$ cat src/design/frlh_div.sv
`timescale 1ns / 1ps
// restoring divider, one quotient bit per cycle
module frlh_div #(
   parameter int NUM_W = 24,
   parameter int DEN_W = 16
) (
   input  logic             clock,
   input  logic             reset,
   input  logic             start,
   input  logic [DEN_W-1:0] rem_init,
   input  logic [NUM_W-1:0] num,
   input  logic [DEN_W-1:0] den,
   output logic             busy,
   output logic [NUM_W-1:0] quot
);

   localparam int CNT_W = $clog2(NUM_W + 1);

   logic [DEN_W-1:0] rem_ff, rem_in;
   logic [NUM_W-1:0] num_ff, num_in;
   logic [DEN_W-1:0] den_ff, den_in;
   logic [CNT_W-1:0] cnt_ff, cnt_in;
   logic             busy_ff, busy_in;
   logic [DEN_W:0]   trial;
   logic [DEN_W+1:0] diff;

   always_comb begin
      trial   = {rem_ff, num_ff[NUM_W-1]};
      diff    = {1'b0, trial} - {2'b00, den_ff};
      rem_in  = rem_ff;
      num_in  = num_ff;
      den_in  = den_ff;
      cnt_in  = cnt_ff;
      busy_in = busy_ff;
      if (start) begin
         rem_in  = rem_init;
         num_in  = num;
         den_in  = den;
         cnt_in  = CNT_W'(NUM_W);
         busy_in = 1'b1;
      end else if (busy_ff) begin
         if (!diff[DEN_W+1]) begin
            rem_in = diff[DEN_W-1:0];
            num_in = {num_ff[NUM_W-2:0], 1'b1};
         end else begin
            rem_in = trial[DEN_W-1:0];
            num_in = {num_ff[NUM_W-2:0], 1'b0};
         end
         cnt_in = cnt_ff - CNT_W'(1);
         if (cnt_ff == CNT_W'(1)) begin
            busy_in = 1'b0;
         end
      end
   end

   always_ff @(posedge clock) begin
      if (reset) begin
         cnt_ff  <= '0;
         busy_ff <= 1'b0;
      end else begin
         cnt_ff  <= cnt_in;
         busy_ff <= busy_in;
      end
      rem_ff <= rem_in;
      num_ff <= num_in;
      den_ff <= den_in;
   end

   assign busy = busy_ff;
   assign quot = num_ff;

endmodule

$ cat config.mk
export PLATFORM = sky130hd
export DESIGN_NAME = frlh_div
export DESIGN_NICKNAME = d
export VERILOG_FILES = /design/src/design/frlh_div.sv
export SDC_FILE = /design/constraint.sdc
export NUM_CORES = 1
export LEC_CHECK = 0
export BUFFER_PORTS_ARGS = -buffer_cell sky130_fd_sc_hd__buf_2
export CAP_MARGIN = 15
export CORE_MARGIN = 4
export CORE_UTILIZATION = 49
export DETAILED_ROUTE_END_ITERATION = 8
export PLACE_DENSITY_LB_ADDON = 0.25
export SLEW_MARGIN = 20
export SYNTH_ARGS = -nofsm -noshare
export SYNTH_HDL_FRONTEND = slang
export SYNTH_SLANG_ARGS = --single-unit
export TNS_END_PERCENT = 1
$ cat constraint.sdc
create_clock -name clock -period 2.1 [get_ports clock]
set_input_delay 0.21 -clock clock [delete_from_list [all_inputs] [get_ports clock]]
set_output_delay 0.21 -clock clock [all_outputs]
set_load 0.05 [all_outputs]
==> reports/metrics.yaml, run 1 <==
drt-pass1-iter-count: 5
placed_cell_area_mm2: 0.00462
crit_path_start_kind: "flop"
grt_antenna_before_repair: 0
synth_cells: 320
clk_pin_slew_ns: 0.07
crit_fanout: 7
cellPowerDensity_mw_per_mm2: 1020
reg2reg_depth: 9
drt.antenna.violating_nets: 0
pre_cts_ws_ns: -0.424
clock.fmax_mhz: 410
core_area_mm2: 0.00725
dpl.hpwl_mm: 6.52
num_vias: 3070
clock_sink_count: 62
rows: 31
ir_drop_v: 0.000590
synth.avg_cell_area_um2: 11.4
yosysWarnings: 0
cts_made_buffers: 9
holdWs_ns: 0.0381
seq_area_frac_synth_pct: 49.3
wl_met3_um: 538
htree_levels: 3
clockBufferDepth: 2
r2r_setup_slack_ns: -0.34
critPathArrivalTime_ns: 2.53
synth-seq-cells: 62
synth_cell_types: 61
cp-end-kind: "flop"
drive_gt1_share_pct: 46.7
min_period_over_period_pct: 116
synth_area_leaders: "edfxtp_1 (46%), mux2_2 (7.1%), ha_1 (6.2%), dfxtp_1 (3.3%), inv_1 (2.6%)"
rsz0062_at_grt: "true"
wl_met1_mm: 3.82
clock_latency_ns: 0.34
required_ns: 2.19
met2_length_mm: 4.45
portBuffers: 83
root_buffer: "clkbuf_8"
slew_headroom_pct: 67.5
grt_pass1_wl_mm: 14.7
setup_violations: 17
synth_edf_count: 56
start_util_pct: 50.4
highest-signal-layer: "met4"
grt-ovfl-total: 0
track_usage_pct: 21.2
critPathKind: "flop to flop"
grt_max_degree: 41
drv_slew: 0
synth_most_common_cell: "edfxtp_1"
power_leakage_nw: 2.15
r2r_start: "rem_ff[0]"
mappedNetlistNets: 398
die_y_um: 94.4
hold_class: "input pin to flop"
cts_tree: "yes"
viasPerCell: 5.42
total_power_mw: 5.17
fin_worst_skew_ns: 0.00827
hold_start: "den[14]"
nNetsFinal: 540
cts-hold-fix-buffers: 0
whs_endpoint: "den_ff[14]"
dieArea_mm2: 0.00891
area_growth_syn_to_layout_pct: 38.1
nFillCells: 551
timing.final.ws_setup_ns: -0.336
ios: 84
wl_per_cell_um: 16.0
fin_area_mm2: 0.00505
async_flop_share_pct: 0
violations: "negative setup slack"
syn_area_mm2: 0.00366
grt_pass1_vias: 3246
whs_path_depth: 1
regToRegEndpoint: "rem_ff[12]"
drc: 0
maxCapViolCount: 0
drtIter0Drc: 168
diodes: 0
die_w_um: 94.4
layout_min_cycle_time_ns: 2.44
hold_violations: 0
ys.flop_type: "edfxtp_1"
tightest_slew_ns: 0.487
netlist.area_leader.share_pct: 46.0
routed_wl_mm: 9.04
yosys.area.top_type: "edfxtp_1"
status: "finished, violations left"
gp_congestion: 0.894
synthTopCellsByCount: "edfxtp_1 (56), inv_1 (25), mux2_2 (23)"
## critical path: stages, from the launching register on
cell and delay [ns]:
edfxtp_1 0.43, ha_1 0.31, nor2b_4 0.17, o2111ai_4 0.14, a211oi_4 0.33, o31ai_4 0.12, buf_6 0.13, and2_4 0.17
buf_6 0.12, a221o_1 0.28
## cell families (layout without fill, tap and decap cells)
group / Yosys count / after routing / share of synthesized area [%]
XOR/XNOR: 12 / 12 / 2.87
flip-flops: 62 / 62 / 49.3
adder cells (fa/ha/maj): 19 / 19 / 6.71
AO/OA/AOI/OAI: 74 / 74 / 15.5
multiplexers: 25 / 25 / 7.63
buffers and inverters: 40 / 186 / 4.41
AND/OR/NAND/NOR: 88 / 89 / 13.6
## area by class of cell
class | count | area, um2 | share of cell area (%)
clock buffers | 10 | 128 | 2.53
clock inverters | 6 | 86.3 | 1.71
inverters | 25 | 93.8 | 1.86
multi-input cells | 219 | 1890 | 37.5
flip-flops and latches | 62 | 1800 | 35.7
well taps | 99 | 124 | 2.45
repair buffers | 145 | 926 | 18.3
## sequential cells by signal, summed over array words and instances, names as in the netlist
| name | flops |
|---|---|
| quot | 24 |
| cnt_ff | 5 |
| busy | 1 |
| den_ff | 16 |
| rem_ff | 16 |
## layout by cell type (no fill, tap or decap), types with 4 or more instances in the layout
master,count
a32oi_1,4
buf_2,83
edfxtp_1,56
ha_4,6
nor3_1,5
xnor2_1,4
dfxtp_1,6
a21oi_1,10
ha_1,11
a211oi_1,4
and2_1,4
o311ai_0,4
nand4b_1,5
nand2_1,20
a21o_1,5
clkbuf_8,9
xor2_1,8
a21oi_2,7
inv_1,25
nor2b_1,8
o31ai_1,4
mux2_2,23
buf_4,57
nor2_1,15
nand3_1,4
nand2b_1,6
## power by group
part	internal (mW)	total (mW)	switching, mW
clock	0.666	1.14	0.477
combinational	1.10	2.34	1.25
sequential	1.58	1.69	0.111
## metrics by stage
step	TNS (ns)	util [%]	std cells
after global placement	-4.50	63.7	544
after global routing	-5.41	69.6	566
after floorplan	-5.41	-	320
after detailed placement	-5.75	63.7	544
final	-4.10	69.6	566
after CTS	-4.29	68.4	565
## worst max path at each step
stage	to	start	cells past startpoint	slack (ns)
3_5_place_dp	rem_ff[12]	rem_ff[3]	8	-0.42
6_report	rem_ff[12]	rem_ff[0]	9	-0.34
5_1_grt	rem_ff[12]	rem_ff[0]	9	-0.41
3_3_place_gp	rem_ff[10]	rem_ff[3]	8	-0.34
2_1_floorplan	rem_ff[12]	quot[23]	9	-0.44
4_1_cts	rem_ff[10]	rem_ff[0]	9	-0.34
## layer usage
| layer | global-route usage [%] | up-vias |
|---|---|---|
| li1 | - | 1506 |
| met1 | 25.9 | 1454 |
| met2 | 34.9 | 84 |
| met3 | 6.69 | 26 |
| met4 | 8.54 | 0 |
| met5 | 0 | - |
## timing repair
action | CTS | global route
cloned | 1 | 0
gates resized for setup | 12 | 16
pin swaps | 6 | 10
buffers inserted | 4 | 1
setup endpoints to repair | 17 | 17
endpoints found under the hold margin | 0 | 0
(Power assumes the default switching activity.)
==> run 2: changes to the inputs <==
RECOVER_POWER = 50   (was default)
TNS_END_PERCENT = 20   (was 1)
==> run 2 against run 1 <==
Critical path depth is 1 lower. Flip-flop and latch count is the same. Core utilization rose by 0.43 points. Worst setup slack better by 0.046 ns. Fmax rose by 1.9%. Clock-buffer cell count stayed put. The flow still finishes with violations (negative setup slack). Clock skew down 0.0014 ns. Non-clock buffer count increased by 4. Routed wire length shrank 0.49%. Global-route usage is 0.16 points lower. First-iteration DRC count is 8.9% lower. Highest routed layer unchanged. Sequential power barely moved.
==> reports/metrics.yaml, run 2 (same netlist as run 1, synthesis figures left out) <==
status: "finished, violations left"
violations: "negative setup slack"
pre_cts_ws_ns: -0.409  # +0.0149 ns
rows: 31  # unchanged
core_area_mm2: 0.00725  # unchanged
root_buffer: "clkbuf_8"
final_util_pct: 70.1  # +0.43 points
crit_path_start_kind: "flop"
min_period_over_period_pct: 114  # -2.2 points
clock_sink_count: 62  # unchanged
reg2reg_depth: 8  # -1
cts_tree: "yes"
gp_congestion: 0.826  # -7.6%
total_power_mw: 5.09  # -1.6%
grt_busiest_layer: "met2"
clock_latency_ns: 0.33  # about the same
critPathArrivalTime_ns: 2.59  # +0.06 ns
placed_cell_area_mm2: 0.00459  # -0.70%
hold_class: "input pin to flop"
met2_usage_pct: 35.2  # +0.24 points
fin_worst_skew_ns: 0.00684  # -0.00143 ns
rsz0062_at_grt: "true"
hold_violations: 0  # unchanged
wl_per_cell_um: 15.8  # -1.0%
track_usage_pct: 21.1  # -0.16 points
largest_reg_flops: 24  # unchanged
dpl.hpwl_mm: 6.15  # -5.7%
start_util_pct: 50.4  # unchanged
nNetsFinal: 543  # +0.56%
drt-pass1-iter-count: 5  # unchanged
htree_levels: 3  # unchanged
die_w_um: 94.4  # unchanged
cts_made_buffers: 9  # unchanged
cts-hold-fix-buffers: 0  # unchanged
regToRegEndpoint: "rem_ff[9]"
setup_tns_ns: -2.67  # +1.43 ns
layout_min_cycle_time_ns: 2.39  # -0.0458 ns
grt_pass1_vias: 3218  # -0.86%
dp.cells: 543  # -0.18%
clk_pin_slew_ns: 0.07  # about the same
r2r_start: "rem_ff[9]"
crit_fanout: 7  # unchanged
r2r_setup_slack_ns: -0.29  # +0.05 ns
drive_gt1_share_pct: 47.7  # +0.98 points
startpoint: "rem_ff[9]"
die_y_um: 94.4  # unchanged
portBuffers: 83  # unchanged
nFillCells: 555  # +0.73%
grt_pass1_wl_mm: 14.7  # -0.47%
drc: 0  # unchanged
endpoint: "rem_ff[9]"
routed_wl_mm: 9.00  # -0.49%
timing.final.ws_setup_ns: -0.290  # +0.0458 ns
drt.antenna.violating_nets: 0  # unchanged
setup_violations: 17  # unchanged
final_cell_mix: "buf_2 (77), buf_4 (59), edfxtp_1 (56)"
holdWs_ns: 0.0461  # +0.00802 ns
grt_max_degree: 93  # +130%
clockBufferDepth: 2  # unchanged
ios: 84  # unchanged
clock.fmax_mhz: 418  # +1.9%
met3_usage_pct: 5.90  # -0.80 points
tightest_slew_ns: 0.980  # +0.493 ns
diodes: 0  # unchanged
grt_antenna_before_repair: 0  # unchanged
required_ns: 2.30  # +0.11 ns
num_vias: 3103  # +1.1%
area_growth_syn_to_layout_pct: 39.0
viasPerCell: 5.45  # +0.54%
ir_drop_v: 0.000676  # +15%
drtIter0Drc: 153  # -8.9%
layout_commonest_cell: "buf_2"
drv_slew: 0  # unchanged
slew_headroom_pct: 34.7  # -33 points
multi_input_area_mm2: 0.00195  # +2.8%
dieArea_mm2: 0.00891  # unchanged
critPathKind: "flop to flop"
use_met1_pct: 25.8  # -0.096 points
layout.area.seq_mm2: 0.00180  # unchanged
maxCapViolCount: 0  # unchanged
cp-end-kind: "flop"
grt-ovfl-total: 0  # unchanged
power_leakage_nw: 2.13  # -1.2%
cellPowerDensity_mw_per_mm2: 1000  # -2.2%
fin_area_mm2: 0.00508  # +0.62%
layout.cells.non_filler: 569  # +0.53%
-- run 2: worst max-delay path, stage by stage (launching register included) --
cell and delay [ns]:
edfxtp_1 0.43, ha_4 0.30, and4_4 0.25, nand3_4 0.08, a211oi_4 0.28, o31ai_4 0.12, buf_6 0.15, a2111oi_1 0.48
a221o_1 0.18
-- run 2: cell type report --
| cell class | count | share of cell area [%] |
|---|---|---|
| tap | 99 | 2.44 |
| inverter | 25 | 1.85 |
| sequential | 62 | 35.5 |
| clock buffer | 10 | 2.51 |
| multi-input combinational | 218 | 38.3 |
| timing repair buffer | 149 | 18.7 |
| clock inverter | 6 | 0.763 |
-- run 2: worst min-delay path by stage --
| stage | from | to | slack (ns) | depth (start not counted) |
|---|---|---|---|---|
| floorplan | reset | busy | 0.28 | 1 |
| global placement | den[13] | den_ff[13] | 0.39 | 1 |
| detailed placement | den[7] | den_ff[7] | 0.39 | 1 |
| CTS | den[14] | den_ff[14] | 0.03 | 1 |
| global route | den[10] | den_ff[10] | 0.03 | 1 |
| finish | den[14] | den_ff[14] | 0.05 | 1 |
-- run 2: timing repair --
| item | CTS | global route |
|---|---|---|
| setup buffers | 7 | 3 |
| pin swaps | 18 | 12 |
| endpoints found under the setup margin | 17 | 17 |
| resized for setup | 40 | 9 |
-- run 2: layer usage --
layer	up-vias	wire length, um	share of wire, %
li1	1508	-	-
met1	1491	3710	41
met2	97	4590	51
met3	7	646	7.2
met4	0	52	0.58
met5	-	0	0
-- run 2: report_power, final --
group          internal [mW]  leakage (nW)  switching (mW)
Combinational           1.22          1.43            1.27
Clock                  0.424        0.0820           0.480
Sequential              1.58         0.609           0.118
==> run 3: changes to the inputs <==
--- a/constraint.sdc
+++ b/constraint.sdc
@@ -3,2 +3,2 @@
 set_output_delay 0.21 -clock clock [all_outputs]
-set_load 0.05 [all_outputs]
+set_load 0.1 [all_outputs]
==> run 3 against run 2 <==
Die area stayed put. Sequential share of layout area shrank 0.30 points. The flow still finishes with violations (negative setup slack). Clock-buffer cell count stayed put. Flip-flop and latch count unchanged. Critical path type unchanged. Sequential power about the same. Highest routed layer unchanged.
==> reports/metrics.yaml, run 3 (same netlist as run 1, synthesis figures left out) <==
diodes: 0  # unchanged
dieArea_mm2: 0.00891  # unchanged
hold_class: "input pin to flop"
wl_per_cell_um: 16.7  # +5.3%
track_usage_pct: 22.6  # +1.5 points
dp.cells: 545  # +0.37%
layout_min_cycle_time_ns: 2.47  # +0.0836 ns
slowest_delay_ns: 0.45  # -0.03 ns
grt_pass1_vias: 3341  # +3.8%
area_growth_syn_to_layout_pct: 40.2
nNetsFinal: 549  # +1.1%
tightest_slew_ns: 1.30  # +0.316 ns
largest_reg_flops: 24  # unchanged
drt-pass1-iter-count: 4  # -1
slew_headroom_pct: 13.6  # -21 points
violations: "negative setup slack"
cts-hold-fix-buffers: 0  # unchanged
routed_wl_mm: 9.58  # +6.4%
intPower_mw: 3.33  # +3.4%
gp_congestion: 0.841  # +1.8%
pwr-share-comb_pct: 50.1  # +1.2 points
grt_pass1_wl_mm: 15.8  # +7.4%
nFillCells: 552  # -0.54%
cellPowerDensity_mw_per_mm2: 1060  # +6.3%
required_ns: 2.19  # -0.11 ns
drc: 0  # unchanged
layout_commonest_cell: "buf_2"
crit_fanout: 8  # +1
clockBufferDepth: 2  # unchanged
clock_sink_count: 62  # unchanged
drive_gt1_share_pct: 48.9  # +1.3 points
timing.final.ws_setup_ns: -0.374  # -0.0836 ns
viasPerCell: 5.57  # +2.1%
seq_power_share_pct: 30.9  # -2.4 points
die_w_um: 94.4  # unchanged
cp-end-kind: "flop"
hold_violations: 0  # unchanged
crit_chain: "ha_4 > nand3_1 > and2_4 > a211oi_4 > o31ai_4 > buf_6 > and2_4 > buf_6 > a221o_1"
grt_antenna_before_repair: 0  # unchanged
layout.cells.non_filler: 575  # +1.1%
critPathArrivalTime_ns: 2.56  # -0.03 ns
cts_made_buffers: 9  # unchanged
switchingPower_mw: 2.13  # +14%
drt.antenna.violating_nets: 0  # unchanged
setup_violations: 17  # unchanged
min_period_over_period_pct: 118  # +4.0 points
final_cell_mix: "buf_2 (82), buf_4 (64), edfxtp_1 (56)"
placed_cell_area_mm2: 0.00463  # +0.87%
critPathKind: "flop to flop"
multi_input_area_mm2: 0.00193  # -0.71%
fin_worst_skew_ns: 0.00678  # -0.0000596 ns
htree_levels: 3  # unchanged
final_util_pct: 70.7  # +0.60 points
fin_area_mm2: 0.00513  # +0.86%
grt-ovfl-total: 0  # unchanged
drtIter0Drc: 198  # +29%
cts_tree: "yes"
drv_slew: 0  # unchanged
rows: 31  # unchanged
p_sw_share_pct: 39.0  # +2.3 points
grt_max_degree: 41  # -56%
crit_buf_inv: 2  # +1
root_buffer: "clkbuf_8"
ios: 84  # unchanged
total_power_mw: 5.46  # +7.2%
clk_pin_slew_ns: 0.07  # about the same
layout.area.seq_mm2: 0.00180  # unchanged
status: "finished, violations left"
start_util_pct: 50.4  # unchanged
r2r_setup_slack_ns: -0.37  # -0.08 ns
dpl.hpwl_mm: 6.56  # +6.6%
portBuffers: 83  # unchanged
clock_latency_ns: 0.34  # about the same
core_area_mm2: 0.00725  # unchanged
clockPowerShare_pct: 19.0  # +1.3 points
clock.fmax_mhz: 404  # -3.4%
num_vias: 3201  # +3.2%
crit_path_start_kind: "flop"
worst_path_max_delay_cell: "edfxtp_1"
maxCapViolCount: 0  # unchanged
die_y_um: 94.4  # unchanged
crit_family: "compound AO/OA/AOI/OAI gates"
rsz0062_at_grt: "true"
ir_drop_v: 0.000662  # -2.1%
power_leakage_nw: 2.19  # +3.0%
==> run 3: changes by cell type in the layout (fill, tap and decap cells not counted), moves of 3 or more <==
cell	before	now
ha_1	7	10
buf_4	59	64
buf_2	77	82
ha_4	10	6
clkbuf_1	7	3
==> run 3: worst reg2reg max path: stages, from the launching register on <==
cell and delay (ns):
edfxtp_1 0.45, ha_4 0.34, nand3_1 0.12, and2_4 0.17, a211oi_4 0.31, o31ai_4 0.10
buf_6 0.13, and2_4 0.20, buf_6 0.13, a221o_1 0.29
==> run 3: layer usage <==
layer	vias up	wire length (um)	GRT usage [%]
met4	0	140	6.62
met3	15	733	7.49
li1	1521	-	-
met2	103	4830	37.4
met1	1562	3880	28.3
met5	-	0	0
==> run 3: what timing repair did <==
| action | 4_1_cts | 5_1_grt |
|---|---|---|
| setup buffers | 5 | 9 |
| resized for setup | 30 | 14 |
| pin swaps | 15 | 9 |
| setup endpoints to repair | 17 | 17 |
==> run 3: final timing paths <==
check                  from    endpoint  cells past startpoint
setup reg to reg  rem_ff[3]  rem_ff[12]                      9
hold reg to reg   cnt_ff[1]   cnt_ff[1]                      2
setup / recovery  rem_ff[3]  rem_ff[12]                      9
hold / removal       den[5]   den_ff[5]                      1
==> run 3: layout make-up <==
type                            count  share of cell area, %
Sequential cell                    62                   35.1
Multi-Input combinational cell    218                   37.7
Inverter                           25                   1.83
Tap cell                           99                   2.42
Timing Repair Buffer              155                   19.2
Clock buffer                       10                   2.49
Clock inverter                      6                   1.22
==> run 3: metrics by stage <==
step,setup TNS (ns),hold slack [ns],worst slack [ns]
2_1_floorplan,-11.20,0.282,-0.778
3_3_place_gp,-4.23,0.388,-0.407
3_5_place_dp,-5.79,0.388,-0.512
4_1_cts,-3.93,0.0263,-0.325
5_1_grt,-5.72,0.0249,-0.423
6_report,-4.71,0.0442,-0.374
==> run 3: power groups by stage <==
stage | sequential [mW] | combinational, mW | clock, mW
after global placement | 1.68 | 2.24 | 0
after global routing | 1.71 | 2.93 | 1.12
after CTS | 1.68 | 2.53 | 1.05
final | 1.69 | 2.73 | 1.03
after floorplan | 2.05 | 1.14 | 0
after detailed placement | 1.69 | 2.28 | 0
